**config.mk**
```make
export PLATFORM = sky130hd
export DESIGN_NAME = command_frame_parser_top
export DESIGN_NICKNAME = d
export VERILOG_FILES = /design/src/rtl/cfp_pkg.sv /design/src/rtl/command_frame_parser_top.sv
export SDC_FILE = /design/constraint.sdc
export NUM_CORES = 1
export LEC_CHECK = 0
export ABC_AREA = 1
export BUFFER_PORTS_ARGS = -buffer_cell sky130_fd_sc_hd__buf_2
export CAP_MARGIN = 5
export CORE_MARGIN = 2
export CORE_UTILIZATION = 53
export CTS_BUF_LIST = sky130_fd_sc_hd__clkbuf_8
export DETAILED_ROUTE_END_ITERATION = 8
export GPL_TIMING_DRIVEN = 0
export PLACE_DENSITY = 0.78
export SYNTH_ARGS = -nofsm -noshare
export SYNTH_HDL_FRONTEND = slang
export SYNTH_SLANG_ARGS = --single-unit
export TNS_END_PERCENT = 100
```
**constraint.sdc**
```tcl
create_clock -name clk -period 3 [get_ports clk]
set_clock_uncertainty 0.1 [all_clocks]
set_input_delay 0.6 -clock clk [delete_from_list [all_inputs] [get_ports clk]]
set_output_delay 0.6 -clock clk [all_outputs]
set_load 0.02 [all_outputs]
```
**src/rtl/cfp_pkg.sv**
```systemverilog
`default_nettype none

package cfp_pkg;

    // frame layout
    localparam logic [15:0] MIN_FRAME_BYTES = 16'd15;
    localparam logic [15:0] POS_SYNC_FIRST  = 16'd0;
    localparam logic [15:0] POS_SYNC_SECOND = 16'd1;
    localparam logic [15:0] POS_VERSION     = 16'd2;
    localparam logic [15:0] POS_FLAGS       = 16'd3;
    localparam logic [15:0] POS_TID_LO      = 16'd4;
    localparam logic [15:0] POS_TID_HI      = 16'd5;
    localparam logic [15:0] POS_COMMAND     = 16'd6;
    localparam logic [15:0] POS_INDEX       = 16'd7;
    localparam logic [15:0] POS_PLEN_LO     = 16'd8;
    localparam logic [15:0] POS_PLEN_HI     = 16'd9;
    localparam logic [15:0] HEADER_END      = 16'd10;
    localparam logic [16:0] LENGTH_OVERHEAD = 17'd11;
    localparam logic [15:0] POS_MAX         = 16'hFFFF;

    // status codes
    typedef logic [2:0] status_t;
    localparam status_t STATUS_OK           = 3'd0;
    localparam status_t STATUS_BAD_FRAME    = 3'd1;
    localparam status_t STATUS_BAD_CHECKSUM = 3'd2;
    localparam status_t STATUS_BAD_VERSION  = 3'd3;
    localparam status_t STATUS_BAD_LENGTH   = 3'd4;

    // result kinds
    localparam logic KIND_PAYLOAD = 1'b0;
    localparam logic KIND_SUMMARY = 1'b1;

    // register map
    typedef logic [3:0] addr_t;
    localparam addr_t ADDR_SYNC_FIRST  = 4'h0;
    localparam addr_t ADDR_SYNC_SECOND = 4'h4;
    localparam addr_t ADDR_VERSION     = 4'h8;
    localparam addr_t ADDR_MAX_PAYLOAD = 4'hC;

    localparam logic [7:0]  RST_SYNC_FIRST  = 8'hAA;
    localparam logic [7:0]  RST_SYNC_SECOND = 8'hBB;
    localparam logic [7:0]  RST_VERSION     = 8'h01;
    localparam logic [15:0] RST_MAX_PAYLOAD = 16'd256;

endpackage

`default_nettype wire

```
**src/rtl/command_frame_parser_top.sv**
```systemverilog
// Command frame parser.
// Input channel (in_valid/in_ready): one frame byte per transfer, with
// frame_end high on the last byte, the XOR checksum. Output channel
// (out_valid/out_ready): a kind 0 result for every payload byte (offset ten
// onward) and one kind 1 summary per frame carrying the header fields and a
// status (ok, bad frame, bad checksum, bad version, bad length). Sync and
// header bytes produce no result.
// Each result is registered and shows at the output in the cycle after its
// byte is taken. While in_ready is high it takes one byte per cycle; the byte
// counter, running XOR and header capture update in the same cycle the byte
// is taken, feeding a single result register.
// in_ready is high while the result register is empty or being emptied, so
// while a result waits on a stalled receiver every byte is held off, header
// bytes included, until that result has been taken.
// Reset clears the frame state and the result valid flag and loads the
// configuration registers with their defaults (sync 0xAA 0xBB, version 1,
// max payload 256). The user must write the registers over the APB port only
// between frames, when no result is waiting; the block does not enforce it.
`default_nettype none

module command_frame_parser_top (
    input  wire               clk,
    input  wire               rst_n,
    // configuration
    input  wire               psel,
    input  wire               penable,
    input  wire               pwrite,
    input  wire  [3:0]        paddr,
    input  wire  [31:0]       pwdata,
    output logic [31:0]       prdata,
    output logic              pready,
    // byte input
    input  wire               in_valid,
    output logic              in_ready,
    input  wire  [7:0]        in_byte,
    input  wire               frame_end,
    // results
    output logic              out_valid,
    input  wire               out_ready,
    output logic              kind,
    output logic [7:0]        payload_byte,
    output cfp_pkg::status_t  status,
    output logic [7:0]        version,
    output logic [7:0]        flags,
    output logic [15:0]       txn_tag,
    output logic [7:0]        cmd_code,
    output logic [7:0]        item_index,
    output logic [15:0]       payload_length
);
    import cfp_pkg::*;

    // configuration registers
    logic [7:0]  sync_first_reg;
    logic [7:0]  sync_second_reg;
    logic [7:0]  exp_version_reg;
    logic [15:0] max_payload_reg;

    // frame state
    logic [15:0] pos_reg, pos_next;
    logic [7:0]  xor_reg, xor_next;
    logic        sync_good_reg, sync_good_next;
    logic [7:0]  hdr_version_reg, hdr_version_next;
    logic [7:0]  hdr_flags_reg, hdr_flags_next;
    logic [15:0] hdr_tid_reg, hdr_tid_next;
    logic [7:0]  hdr_command_reg, hdr_command_next;
    logic [7:0]  hdr_index_reg, hdr_index_next;
    logic [15:0] hdr_plen_reg, hdr_plen_next;

    // result register
    logic        out_valid_reg, out_valid_next;
    logic        kind_reg;
    logic [7:0]  payload_byte_reg;
    status_t     status_reg;
    logic [7:0]  version_reg;
    logic [7:0]  flags_reg;
    logic [15:0] tid_reg;
    logic [7:0]  command_reg;
    logic [7:0]  index_reg;
    logic [15:0] plen_reg;

    logic        cfg_write;
    logic        accept;
    logic        is_payload;
    logic        produce;
    logic [16:0] frame_len;
    logic        saturated;
    logic        len_bad;
    status_t     summary_status;

    // ---------------------------------------------------------------
    // configuration port
    // ---------------------------------------------------------------
    assign pready    = 1'b1;
    assign cfg_write = psel && penable && pwrite;

    always_ff @(posedge clk or negedge rst_n)
    begin
        if (!rst_n)
        begin
            sync_first_reg  <= RST_SYNC_FIRST;
            sync_second_reg <= RST_SYNC_SECOND;
            exp_version_reg <= RST_VERSION;
            max_payload_reg <= RST_MAX_PAYLOAD;
        end
        else if (cfg_write)
        begin
            case (paddr)
                ADDR_SYNC_FIRST:  sync_first_reg  <= pwdata[7:0];
                ADDR_SYNC_SECOND: sync_second_reg <= pwdata[7:0];
                ADDR_VERSION:     exp_version_reg <= pwdata[7:0];
                ADDR_MAX_PAYLOAD: max_payload_reg <= pwdata[15:0];
                default:          ;
            endcase
        end
    end

    always_comb
    begin
        case (paddr)
            ADDR_SYNC_FIRST:  prdata = {24'd0, sync_first_reg};
            ADDR_SYNC_SECOND: prdata = {24'd0, sync_second_reg};
            ADDR_VERSION:     prdata = {24'd0, exp_version_reg};
            ADDR_MAX_PAYLOAD: prdata = {16'd0, max_payload_reg};
            default:          prdata = 32'd0;
        endcase
    end

    // ---------------------------------------------------------------
    // byte handling
    // ---------------------------------------------------------------
    assign in_ready   = !out_valid_reg || out_ready;
    assign accept     = in_valid && in_ready;
    assign is_payload = (pos_reg >= HEADER_END);
    assign produce    = accept && (frame_end || is_payload);

    // the saturated position gives exactly 0x10000 here
    assign frame_len  = {1'b0, pos_reg} + 17'd1;
    assign saturated  = (pos_reg == POS_MAX);
    assign len_bad    = (hdr_plen_reg == 16'd0) || (hdr_plen_reg > max_payload_reg)
                        || saturated
                        || (({1'b0, hdr_plen_reg} + LENGTH_OVERHEAD) != frame_len);

    always_comb
    begin
        if (frame_len < {1'b0, MIN_FRAME_BYTES} || !sync_good_reg)
            summary_status = STATUS_BAD_FRAME;
        else if (xor_reg != in_byte)
            summary_status = STATUS_BAD_CHECKSUM;
        else if (hdr_version_reg != exp_version_reg)
            summary_status = STATUS_BAD_VERSION;
        else if (len_bad)
            summary_status = STATUS_BAD_LENGTH;
        else
            summary_status = STATUS_OK;
    end

    always_comb
    begin
        pos_next         = pos_reg;
        xor_next         = xor_reg;
        sync_good_next   = sync_good_reg;
        hdr_version_next = hdr_version_reg;
        hdr_flags_next   = hdr_flags_reg;
        hdr_tid_next     = hdr_tid_reg;
        hdr_command_next = hdr_command_reg;
        hdr_index_next   = hdr_index_reg;
        hdr_plen_next    = hdr_plen_reg;

        if (accept)
        begin
            if (frame_end)
            begin
                // back to the start of a frame
                pos_next         = 16'd0;
                xor_next         = 8'd0;
                sync_good_next   = 1'b1;
                hdr_version_next = 8'd0;
                hdr_flags_next   = 8'd0;
                hdr_tid_next     = 16'd0;
                hdr_command_next = 8'd0;
                hdr_index_next   = 8'd0;
                hdr_plen_next    = 16'd0;
            end
            else
            begin
                if (!saturated)
                    pos_next = pos_reg + 16'd1;
                if (pos_reg > POS_SYNC_SECOND)
                    xor_next = xor_reg ^ in_byte;
                case (pos_reg)
                    POS_SYNC_FIRST:
                        if (in_byte != sync_first_reg)
                            sync_good_next = 1'b0;
                    POS_SYNC_SECOND:
                        if (in_byte != sync_second_reg)
                            sync_good_next = 1'b0;
                    POS_VERSION: hdr_version_next     = in_byte;
                    POS_FLAGS:   hdr_flags_next       = in_byte;
                    POS_TID_LO:  hdr_tid_next[7:0]    = in_byte;
                    POS_TID_HI:  hdr_tid_next[15:8]   = in_byte;
                    POS_COMMAND: hdr_command_next     = in_byte;
                    POS_INDEX:   hdr_index_next       = in_byte;
                    POS_PLEN_LO: hdr_plen_next[7:0]   = in_byte;
                    POS_PLEN_HI: hdr_plen_next[15:8]  = in_byte;
                    default:     ;
                endcase
            end
        end
    end

    always_ff @(posedge clk or negedge rst_n)
    begin
        if (!rst_n)
        begin
            pos_reg         <= 16'd0;
            xor_reg         <= 8'd0;
            sync_good_reg   <= 1'b1;
            hdr_version_reg <= 8'd0;
            hdr_flags_reg   <= 8'd0;
            hdr_tid_reg     <= 16'd0;
            hdr_command_reg <= 8'd0;
            hdr_index_reg   <= 8'd0;
            hdr_plen_reg    <= 16'd0;
        end
        else
        begin
            pos_reg         <= pos_next;
            xor_reg         <= xor_next;
            sync_good_reg   <= sync_good_next;
            hdr_version_reg <= hdr_version_next;
            hdr_flags_reg   <= hdr_flags_next;
            hdr_tid_reg     <= hdr_tid_next;
            hdr_command_reg <= hdr_command_next;
            hdr_index_reg   <= hdr_index_next;
            hdr_plen_reg    <= hdr_plen_next;
        end
    end

    // ---------------------------------------------------------------
    // result register
    // ---------------------------------------------------------------
    always_comb
    begin
        if (produce)
            out_valid_next = 1'b1;
        else if (out_ready)
            out_valid_next = 1'b0;
        else
            out_valid_next = out_valid_reg;
    end

    always_ff @(posedge clk or negedge rst_n)
    begin
        if (!rst_n)
            out_valid_reg <= 1'b0;
        else
            out_valid_reg <= out_valid_next;
    end

    always_ff @(posedge clk)
    begin
        if (produce)
        begin
            if (frame_end)
            begin
                kind_reg         <= KIND_SUMMARY;
                payload_byte_reg <= 8'd0;
                status_reg       <= summary_status;
                version_reg      <= hdr_version_reg;
                flags_reg        <= hdr_flags_reg;
                tid_reg          <= hdr_tid_reg;
                command_reg      <= hdr_command_reg;
                index_reg        <= hdr_index_reg;
                plen_reg         <= hdr_plen_reg;
            end
            else
            begin
                kind_reg         <= KIND_PAYLOAD;
                payload_byte_reg <= in_byte;
                status_reg       <= STATUS_OK;
                version_reg      <= 8'd0;
                flags_reg        <= 8'd0;
                tid_reg          <= 16'd0;
                command_reg      <= 8'd0;
                index_reg        <= 8'd0;
                plen_reg         <= 16'd0;
            end
        end
    end

    assign out_valid      = out_valid_reg;
    assign kind           = kind_reg;
    assign payload_byte   = payload_byte_reg;
    assign status         = status_reg;
    assign version        = version_reg;
    assign flags          = flags_reg;
    assign txn_tag        = tid_reg;
    assign cmd_code       = command_reg;
    assign item_index     = index_reg;
    assign payload_length = plen_reg;

    // ---------------------------------------------------------------
    // assertions
    // ---------------------------------------------------------------
    // the last byte leaves the frame state at its start values
    a_frame_restart: assert property (@(posedge clk) disable iff (!rst_n)
        (accept && frame_end) |=> (pos_reg == 16'd0 && xor_reg == 8'd0
                                   && sync_good_reg && hdr_plen_reg == 16'd0))
        else $error("frame state not cleared after last byte");

    // a payload byte leaves a kind 0 result with empty header fields
    a_payload_result: assert property (@(posedge clk) disable iff (!rst_n)
        (accept && !frame_end && is_payload) |=>
            (out_valid && kind == KIND_PAYLOAD && status == STATUS_OK
             && payload_length == 16'd0 && txn_tag == 16'd0))
        else $error("payload byte did not yield a payload result");

    // an ok summary never carries a zero payload length
    a_ok_summary_len: assert property (@(posedge clk) disable iff (!rst_n)
        (out_valid && kind == KIND_SUMMARY && status == STATUS_OK) |->
            (payload_length != 16'd0 && payload_byte == 8'd0))
        else $error("ok summary with zero payload length");

    // header bytes never produce a result
    a_header_silent: assert property (@(posedge clk) disable iff (!rst_n)
        (accept && !frame_end && !is_payload && !out_valid_reg) |=> !out_valid)
        else $error("header byte produced a result");

endmodule

`default_nettype wire

```
Yosys cells after proc, flatten, opt, wreduce, memory -nomap -nowiden --
Cells that the tools add are included.
Cells by class: $add $sub $neg 3, $lt $le $gt $ge 4, eq/ne operators 21, multiplexer cells 30, bitwise gates (word level) 2, reductions and logical operators 43
Operators by type and width (number):
- two-way mux 8 bit | 14
- == test 16 x 3 -> 1 bit (second input constant) | 4
- two-way mux 16 bit | 4
- case mux 16 bit (4 select lines) | 1
- == test 16 x 2 -> 1 bit (second input constant) | 2
- == test 16 x 4 -> 1 bit (second input constant) | 2
- logical NOT 16 bit | 2
- != test 8 bit | 4
- AND reduction 2 bit | 14
- nonzero test 2 bit | 10
- adder 16 x 1 -> 17 bit (second input constant) | 1
- adder 16 x 4 -> 17 bit (second input constant) | 1
- less-than comparator 17 x 4 -> 1 bit (second input constant) | 1
- != test 17 bit | 1
- adder 16 x 1 -> 16 bit (second input constant) | 1
- == test 16 x 1 -> 1 bit (second input constant) | 1
- == test 16 bit (second input constant) | 1
- >= comparator 16 x 4 -> 1 bit (second input constant) | 1
- > comparator 16 x 1 -> 1 bit (second input constant) | 1
- > comparator 16 bit | 1
- == test 4 bit (second input constant) | 2
- XOR 8 bit | 1
- two-way mux 1 bit | 7
- logical OR 1 bit | 6
- other kinds (14) | 20
Storage, ports and cells: register bits after elaboration 206, bits of input ports 52, output and inout bits 111, word-level logic and storage cells 130

Logic depth before layout (Yosys ltp) --
Gate-level depths: netlist of run 1.
word-level depth 8, mapped depth 16, depth with buffers taken out 16

Worst setup path before layout of run 1 --
No wires, ideal clock.
path kind input to register, start point input port frame_end, end point register command_reg[0] (netlist: cmd_code[0]), enable pin, setup time 0.430 ns, arrival time 2.619 ns, data required time 2.470 ns, slack -0.149 ns, stages on the path 5, path buffers 1, path through inv_1 clkbuf_1 o2111ai_1 nand2_1 inv_1
Between the ends: cells in the longest elaborated chain, start to end 2
Ends and longest elaborated chain:
- start, declared | line command_frame_parser_top.sv:36 | input wire frame_end,
- logical OR 1 bit | line command_frame_parser_top.sv:134 | assign produce = accept && (frame_end || is_payload);
- logical AND 1 bit | line command_frame_parser_top.sv:134
- end signal, assigned | line command_frame_parser_top.sv:272 | command_reg <= hdr_command_reg;
- end, declared | line command_frame_parser_top.sv:77 | logic [7:0] command_reg;
No other way between the ends. A chain may end at the register's enable or synchronous reset.

Final worst setup path of run 1 --
start point register pos_reg[11], end point register tid_reg[13] (netlist: txn_tag[13]), enable pin
Between the ends: cells in the longest elaborated chain, start to end 3
Ends and longest elaborated chain:
- start, declared | line command_frame_parser_top.sv:59 | logic [15:0] pos_reg, pos_next;
- start signal, assigned | line command_frame_parser_top.sv:227 | pos_reg <= pos_next;
- >= comparator 16 x 4 -> 1 bit | line command_frame_parser_top.sv:133 | assign is_payload = (pos_reg >= HEADER_END);
- logical OR 1 bit | line command_frame_parser_top.sv:134
- logical AND 1 bit | line command_frame_parser_top.sv:134
- end signal, assigned | line command_frame_parser_top.sv:271 | tid_reg <= hdr_tid_reg;
- end, declared | line command_frame_parser_top.sv:76 | logic [15:0] tid_reg;
No other way between the ends.

==> results.sh, run 1 <==
export IMPL_status="completed"
export IMPL_clock_path_buffers=3
export IMPL_peakVddDrop_v=0.0003850
export IMPL_dp_cells=1632
export IMPL_crit_chain="inv_2 -> nand3_2 -> nor3_4 -> o2111ai_2 -> nand2_2 -> clkinvlp_4 -> buf_12"
export IMPL_root_buffer="clkbuf_8"
export IMPL_synth_edf_count=76
export IMPL_critPathCaptureType="flip-flop"
export IMPL_gp_congestion=0.9032
export IMPL_worstPathArrival_ns=3.01
export IMPL_hp_start="pwdata[14]"
export IMPL_nets=1480
export IMPL_grt_pass1_vias=8219
export IMPL_period_minus_slack_ns=2.851
export IMPL_ys_async_sr_fraction_pct=63.11
export IMPL_finalNonFillerCells=1698
export IMPL_wl_per_cell_um=15.53
export IMPL_powerDensity_nw_per_um2=595.4
export IMPL_grt_pass1_wl_um=42060
export IMPL_yosysUniqueCellTypes=45
export IMPL_start_util_pct=54.15
export IMPL_clk_latency_ns=0.53
export IMPL_total_power_mw=7.356
export IMPL_cts_sinks=206
export IMPL_rsz0062_at_grt="true"
export IMPL_yosysTopAreaCellShare_pct=27.69
export IMPL_synth_ff_type="dfrtp_1"
export IMPL_dp_hpwl_um=19200
export IMPL_antenna_left=0
export IMPL_clk_pin_slew_ns=0.06
export IMPL_max_stage_delay_ns=0.62
export IMPL_port_buffers=129
export IMPL_mostFrequentLayoutCells="nand2_1 (366), inv_1 (189), buf_2 (130)"
export IMPL_finalCritPeriodShare_pct=95.04
export IMPL_worst_slew_pin_slew_ns=0.7762
export IMPL_grt_overflow=0
export IMPL_layout_drive_gt1_share_pct=20.46
export IMPL_worstSetupPathType="flip-flop to flip-flop"
export IMPL_setup_violations=0
export IMPL_hp_class="input pin to flip-flop"
export IMPL_io_pins=163
export IMPL_cts_tree="yes"
export IMPL_clock_fmax_mhz=350.7
export IMPL_rows=51
export IMPL_first_pass_iters=5
export IMPL_final_common_cell="nand2_1"
export IMPL_num_vias=8822
export IMPL_die_area_um2=21090
export IMPL_synth_area_leaders="dfrtp_1 (28%), edfxtp_1 (22%), nand2_1 (13%)"
export IMPL_numCtsBuffers=35
export IMPL_startpoint="pos_reg[11]"
export IMPL_drc=0
export IMPL_grt_max_degree=72
export IMPL_drv_slew=0
export IMPL_crit_path_max_fanout=47
export IMPL_ys_warnings_count=0
export IMPL_syn_area_um2=10570
export IMPL_timing_rr_start="pos_reg[11]"
export IMPL_grt_util_all_layers_pct=24.88
export IMPL_cp_start_kind="flip-flop"
export IMPL_slew_headroom_pct=48.14
export IMPL_cts_max_level=2
export IMPL_dp_slack_ns=-0.3303
export IMPL_drt_iter0_markers=659
export IMPL_seq_area_um2=5554
export IMPL_cp_slowest_cell="clkinvlp_4"
export IMPL_worst_slack_ns=0.1488
export IMPL_syn_inst=1221
export IMPL_synth_top_area_cell="dfrtp_1"
export IMPL_antenna_found_initial=1
export IMPL_die_w_um=145.2
export IMPL_vias_per_cell=5.196
export IMPL_die_h_um=145.2
export IMPL_syn_avg_cell_area_um2=8.659
export IMPL_wirelength_um=26370
export IMPL_multiInputGateArea_um2=4076
export IMPL_final_hold_violation_count=0
export IMPL_syn_to_final_growth_pct=16.86
export IMPL_design_core_area_um2=19530
export IMPL_p_leak_nw=6.310
export IMPL_crit_required_ns=3.16
export IMPL_drv_cap=0
export IMPL_ys_seq_area_share_pct=52.51
export IMPL_num_fill_cells=1658
export IMPL_yosys_register_bits=206
==> synthesized netlist by cell type (3+ instances only) <==
master	number
a221o_1	4
nor2_1	77
ha_1	23
buf_4	22
inv_1	175
nor3_1	13
a21oi_1	19
dfrtp_1	117
o22ai_1	17
xor2_1	17
dfstp_2	13
nand3_1	43
nand2_2	7
nand4_1	21
o31ai_1	4
o21ai_2	19
xnor2_1	13
nor2_2	11
o2111ai_1	6
nor3_2	5
o21ai_0	55
o21ai_1	38
nor2_4	5
buf_6	8
edfxtp_1	76
clkbuf_1	15
inv_2	7
nand3_2	3
nand2_1	367
==> worst paths after layout <==
check / cells after the start / slack (ns) / end
min in group asynchronous: 2 / 0.52 / pos_reg[12]
hold / removal: 3 / 0.22 / max_payload_reg[14]
setup reg to reg: 7 / 0.15 / txn_tag[13]
setup / recovery: 7 / 0.15 / txn_tag[13]
max in group asynchronous: 3 / 1.46 / sync_first_reg[1]
hold reg to reg: 2 / 0.38 / hdr_index_reg[1]
==> layout make-up <==
class | count | share of cell area, %
antenna | 1 | 0.02025
buffer | 48 | 2.643
clock buffer | 38 | 4.233
clock inverter | 26 | 1.175
inverter | 182 | 5.559
multi-input combinational | 800 | 32.99
sequential | 206 | 44.95
tap | 265 | 2.684
timing repair buffer | 132 | 5.742
==> cells by family after synthesis <==
kind of cell,Yosys count,synth area share [%]
simple gates,563,23.16
other cells,2,0.07103
fa+ha+maj,23,2.722
xor+xnor,31,2.639
flops,206,52.51
buf+inv,230,9.550
compound gates,166,9.349
==> timing repair <==
item,CTS,global route
hold buffers,1,0
endpoints found under the hold margin,58,0
gates resized for setup,0,6
setup endpoints to repair,0,47
setup buffers,0,0
==> worst max-delay path, delay by kind of cell (launching register included) <==
kind,cells,cell delay [ns]
AND/OR/NAND/NOR,3,0.60
buffers and inverters,3,1.18
flip-flops,1,0.44
AO/OA/AOI/OAI,1,0.21
==> report_power, final <==
group | internal [mW] | switching [mW] | total (mW)
combinational | 0.508 | 0.879 | 1.39
clock | 1.27 | 1.14 | 2.41
sequential | 3.30 | 0.268 | 3.56
==> metrics by stage <==
stage / TNS, ns / utilization [%] / hold WS (ns) / instance area (um2)
floorplan: 0 / - / 0.2044 / 10630
global placement: -133.54 / 59.46 / 0.3650 / 11610
detailed placement: -17.72 / 59.73 / 0.3700 / 11660
global route: -0.7968 / 63.28 / 0.2097 / 12360
CTS: 0 / 63.21 / 0.1738 / 12340
finish: 0 / 63.28 / 0.2164 / 12360
==> layer usage <==
layer | wire length [um] | share of wire, % | track usage [%] | vias up
li1 | - | - | - | 4276
met1 | 11710 | 44 | 34.81 | 4066
met2 | 11310 | 43 | 37.39 | 391
met3 | 2032 | 7.7 | 4.906 | 89
met4 | 1325 | 5.0 | 11.96 | 0
met5 | 0 | 0 | 0 | -
(Power assumes the default switching activity.)
==> run 2: changes to the inputs <==
--- a/config.mk
+++ b/config.mk
@@ -9,11 +9,11 @@
 export BUFFER_PORTS_ARGS = -buffer_cell sky130_fd_sc_hd__buf_2
 export CAP_MARGIN = 5
 export CORE_MARGIN = 2
-export CORE_UTILIZATION = 53
+export CORE_UTILIZATION = 64
 export CTS_BUF_LIST = sky130_fd_sc_hd__clkbuf_8
 export DETAILED_ROUTE_END_ITERATION = 8
 export GPL_TIMING_DRIVEN = 0
-export PLACE_DENSITY = 0.78
+export PLACE_DENSITY = 0.88
 export SYNTH_ARGS = -nofsm -noshare
 export SYNTH_HDL_FRONTEND = slang
 export SYNTH_SLANG_ARGS = --single-unit
==> constraint.sdc (replaced) <==
create_clock -name clk -period 3.37 [get_ports clk]
set_clock_uncertainty 0.1 [all_clocks]
set_input_delay 0.674 -clock clk [delete_from_list [all_inputs] [get_ports clk]]
set_output_delay 0.674 -clock clk [all_outputs]
set_load 0.02 [all_outputs]
==> run 2 against run 1 <==
Via count is 3.1% higher. Utilization rose by 14 points. Register-to-register slack gained 0.65 ns. Largest power group unchanged.
==> results.sh, run 2 (synthesized netlist as in run 1, its figures left out) <==
export IMPL_clock_fmax_mhz=345.9
export IMPL_final_hold_violation_count=0
export IMPL_layout_drive_gt1_share_pct=20.21
export IMPL_gp_congestion=0.9454
export IMPL_finalCritPeriodShare_pct=85.79
export IMPL_r2r_setup_slack_ns=0.80
export IMPL_slew_headroom_pct=39.53
export IMPL_num_vias=9096
export IMPL_route_met2_wl_um=12700
export IMPL_fin_tns_setup_ns=0
export IMPL_topRoutingLayerUsed="met4"
export IMPL_setup_violations=0
export IMPL_clk_pin_slew_ns=0.06
export IMPL_p_clk_share_pct=34.2
export IMPL_io_pins=163
export IMPL_cts_sinks=206
export IMPL_p_int_mw=4.700
export IMPL_port_buffers=129
export IMPL_grt_max_degree=104
export IMPL_cts_max_level=2
export IMPL_powerDensity_nw_per_um2=547.9
export IMPL_vias_per_cell=5.526
export IMPL_cts_tree="yes"
export IMPL_cp_start_kind="input pin"
export IMPL_rows=46
export IMPL_hp_start="pwdata[11]"
export IMPL_grt_overflow=0
export IMPL_whs_path_depth=3
export IMPL_root_buffer="clkbuf_8"
export IMPL_grt_pass1_wl_um=43170
export IMPL_worst_slew_pin_slew_ns=0.9071
export IMPL_die_w_um=132.5
export IMPL_crit_required_ns=2.60
export IMPL_first_pass_iters=7
export IMPL_numCtsBuffers=35
export IMPL_finalNonFillerCells=1646
export IMPL_drc=0
export IMPL_worst_slack_ns=0.4789
export IMPL_peakVddDrop_v=0.0003225
export IMPL_period_minus_slack_ns=2.891
export IMPL_critPathCaptureType="output port"
export IMPL_final_common_cell="nand2_1"
export IMPL_power_frac_seq_pct=47.1
export IMPL_design_core_area_um2=16000
export IMPL_worstPathArrival_ns=2.12
export IMPL_antenna_left=0
export IMPL_start_util_pct=66.08
export IMPL_hp_class="input pin to flip-flop"
export IMPL_wirelength_um=27100
export IMPL_wl_per_cell_um=16.47
export IMPL_nets=1480
export IMPL_r2r_end="status[2]"
export IMPL_crit_path_max_fanout=10
export IMPL_reg2reg_depth=10
export IMPL_holdWs_ns=0.3088
export IMPL_rsz0062_at_grt="false"
export IMPL_p_sw_mw=2.055
export IMPL_syn_to_final_growth_pct=16.62
export IMPL_mostFrequentLayoutCells="nand2_1 (367), inv_1 (188), buf_2 (130)"
export IMPL_drv_cap=0
export IMPL_drt_iter0_markers=1093
export IMPL_combPwrFrac_pct=18.7
export IMPL_wl_met1_um=10830
export IMPL_dp_cells=1583
export IMPL_swShare_pct=30.42
export IMPL_worstSetupPathType="input pin to output port"
export IMPL_antennaDiodeCount=0
export IMPL_wl_met3_um=2443
export IMPL_timing_rr_start="pos_reg[0]"
export IMPL_p_leak_nw=6.326
export IMPL_antenna_found_initial=0
export IMPL_clk_latency_ns=0.53
export IMPL_dp_hpwl_um=19550
export IMPL_drv_slew=0
export IMPL_die_area_um2=17560
export IMPL_cts_repair_resize_count=0
export IMPL_grt_util_all_layers_pct=31.20
export IMPL_grt_pass1_vias=8618
export IMPL_holdPathEnd="max_payload_reg[11]"
export IMPL_die_h_um=132.5
export IMPL_dp_slack_ns=0.5437
export IMPL_status="completed"
export IMPL_utilization_pct=77.06
export IMPL_clock_path_buffers=3
## run 2: area by class of cell
class                      count  area, um2
buffer                        48      326.6
clock buffer                  40      550.5
clock inverter                22      167.7
timing repair buffer         132      709.4
fill                        1078       3671
sequential                   206       5552
inverter                     182      685.7
tap                          216      270.3
multi-input combinational    800       4068
## run 2: power groups by stage
stage                     clock network, mW  registers, mW  logic (mW)
after CTS                              2.33           3.17        1.25
after global placement                    0           3.20        1.16
after floorplan                           0           3.21       0.825
after global routing                   2.45           3.21        1.41
final                                  2.31           3.18        1.27
after detailed placement                  0           3.21        1.24
## run 2: worst max-delay path by stage
stage / slack, ns / cells past startpoint / end / startpoint
after global placement: -0.86 / 6 / txn_tag[14] / frame_end
after global routing: 0.37 / 8 / prdata[1] / paddr[1]
after floorplan: 0.15 / 5 / cmd_code[0] / frame_end
final: 0.48 / 6 / prdata[3] / paddr[1]
after detailed placement: 0.54 / 8 / prdata[0] / paddr[1]
after CTS: 0.52 / 8 / prdata[1] / paddr[1]
## run 2: repair_timing
| action | in CTS | in global routing |
|---|---|---|
| buffers inserted | 0 | 0 |
| endpoints found under the hold margin | 24 | 0 |
| hold buffers | 1 | 0 |
## run 2: worst max-delay path: stages
cell	delay [ns]
buf_2	0.09
nor2_1	0.15
nand3_1	0.22
clkbuf_1	0.37
o2111ai_1	0.38
buf_2	0.23
## run 2: stage by stage
| stage | instance area (um2) | power [mW] |
|---|---|---|
| final | 12330 | 6.755 |
| after global routing | 12330 | 7.068 |
| after CTS | 12330 | 6.757 |
| after detailed placement | 11600 | 4.449 |
| after global placement | 11540 | 4.363 |
| after floorplan | 10630 | 4.036 |
## run 2: layer usage
layer  GRT usage (%)  vias to the layer above
li1                -                     4263
met1           42.02                     4212
met2           50.49                      527
met3           5.057                       94
met4           13.80                        0
met5               0                        -
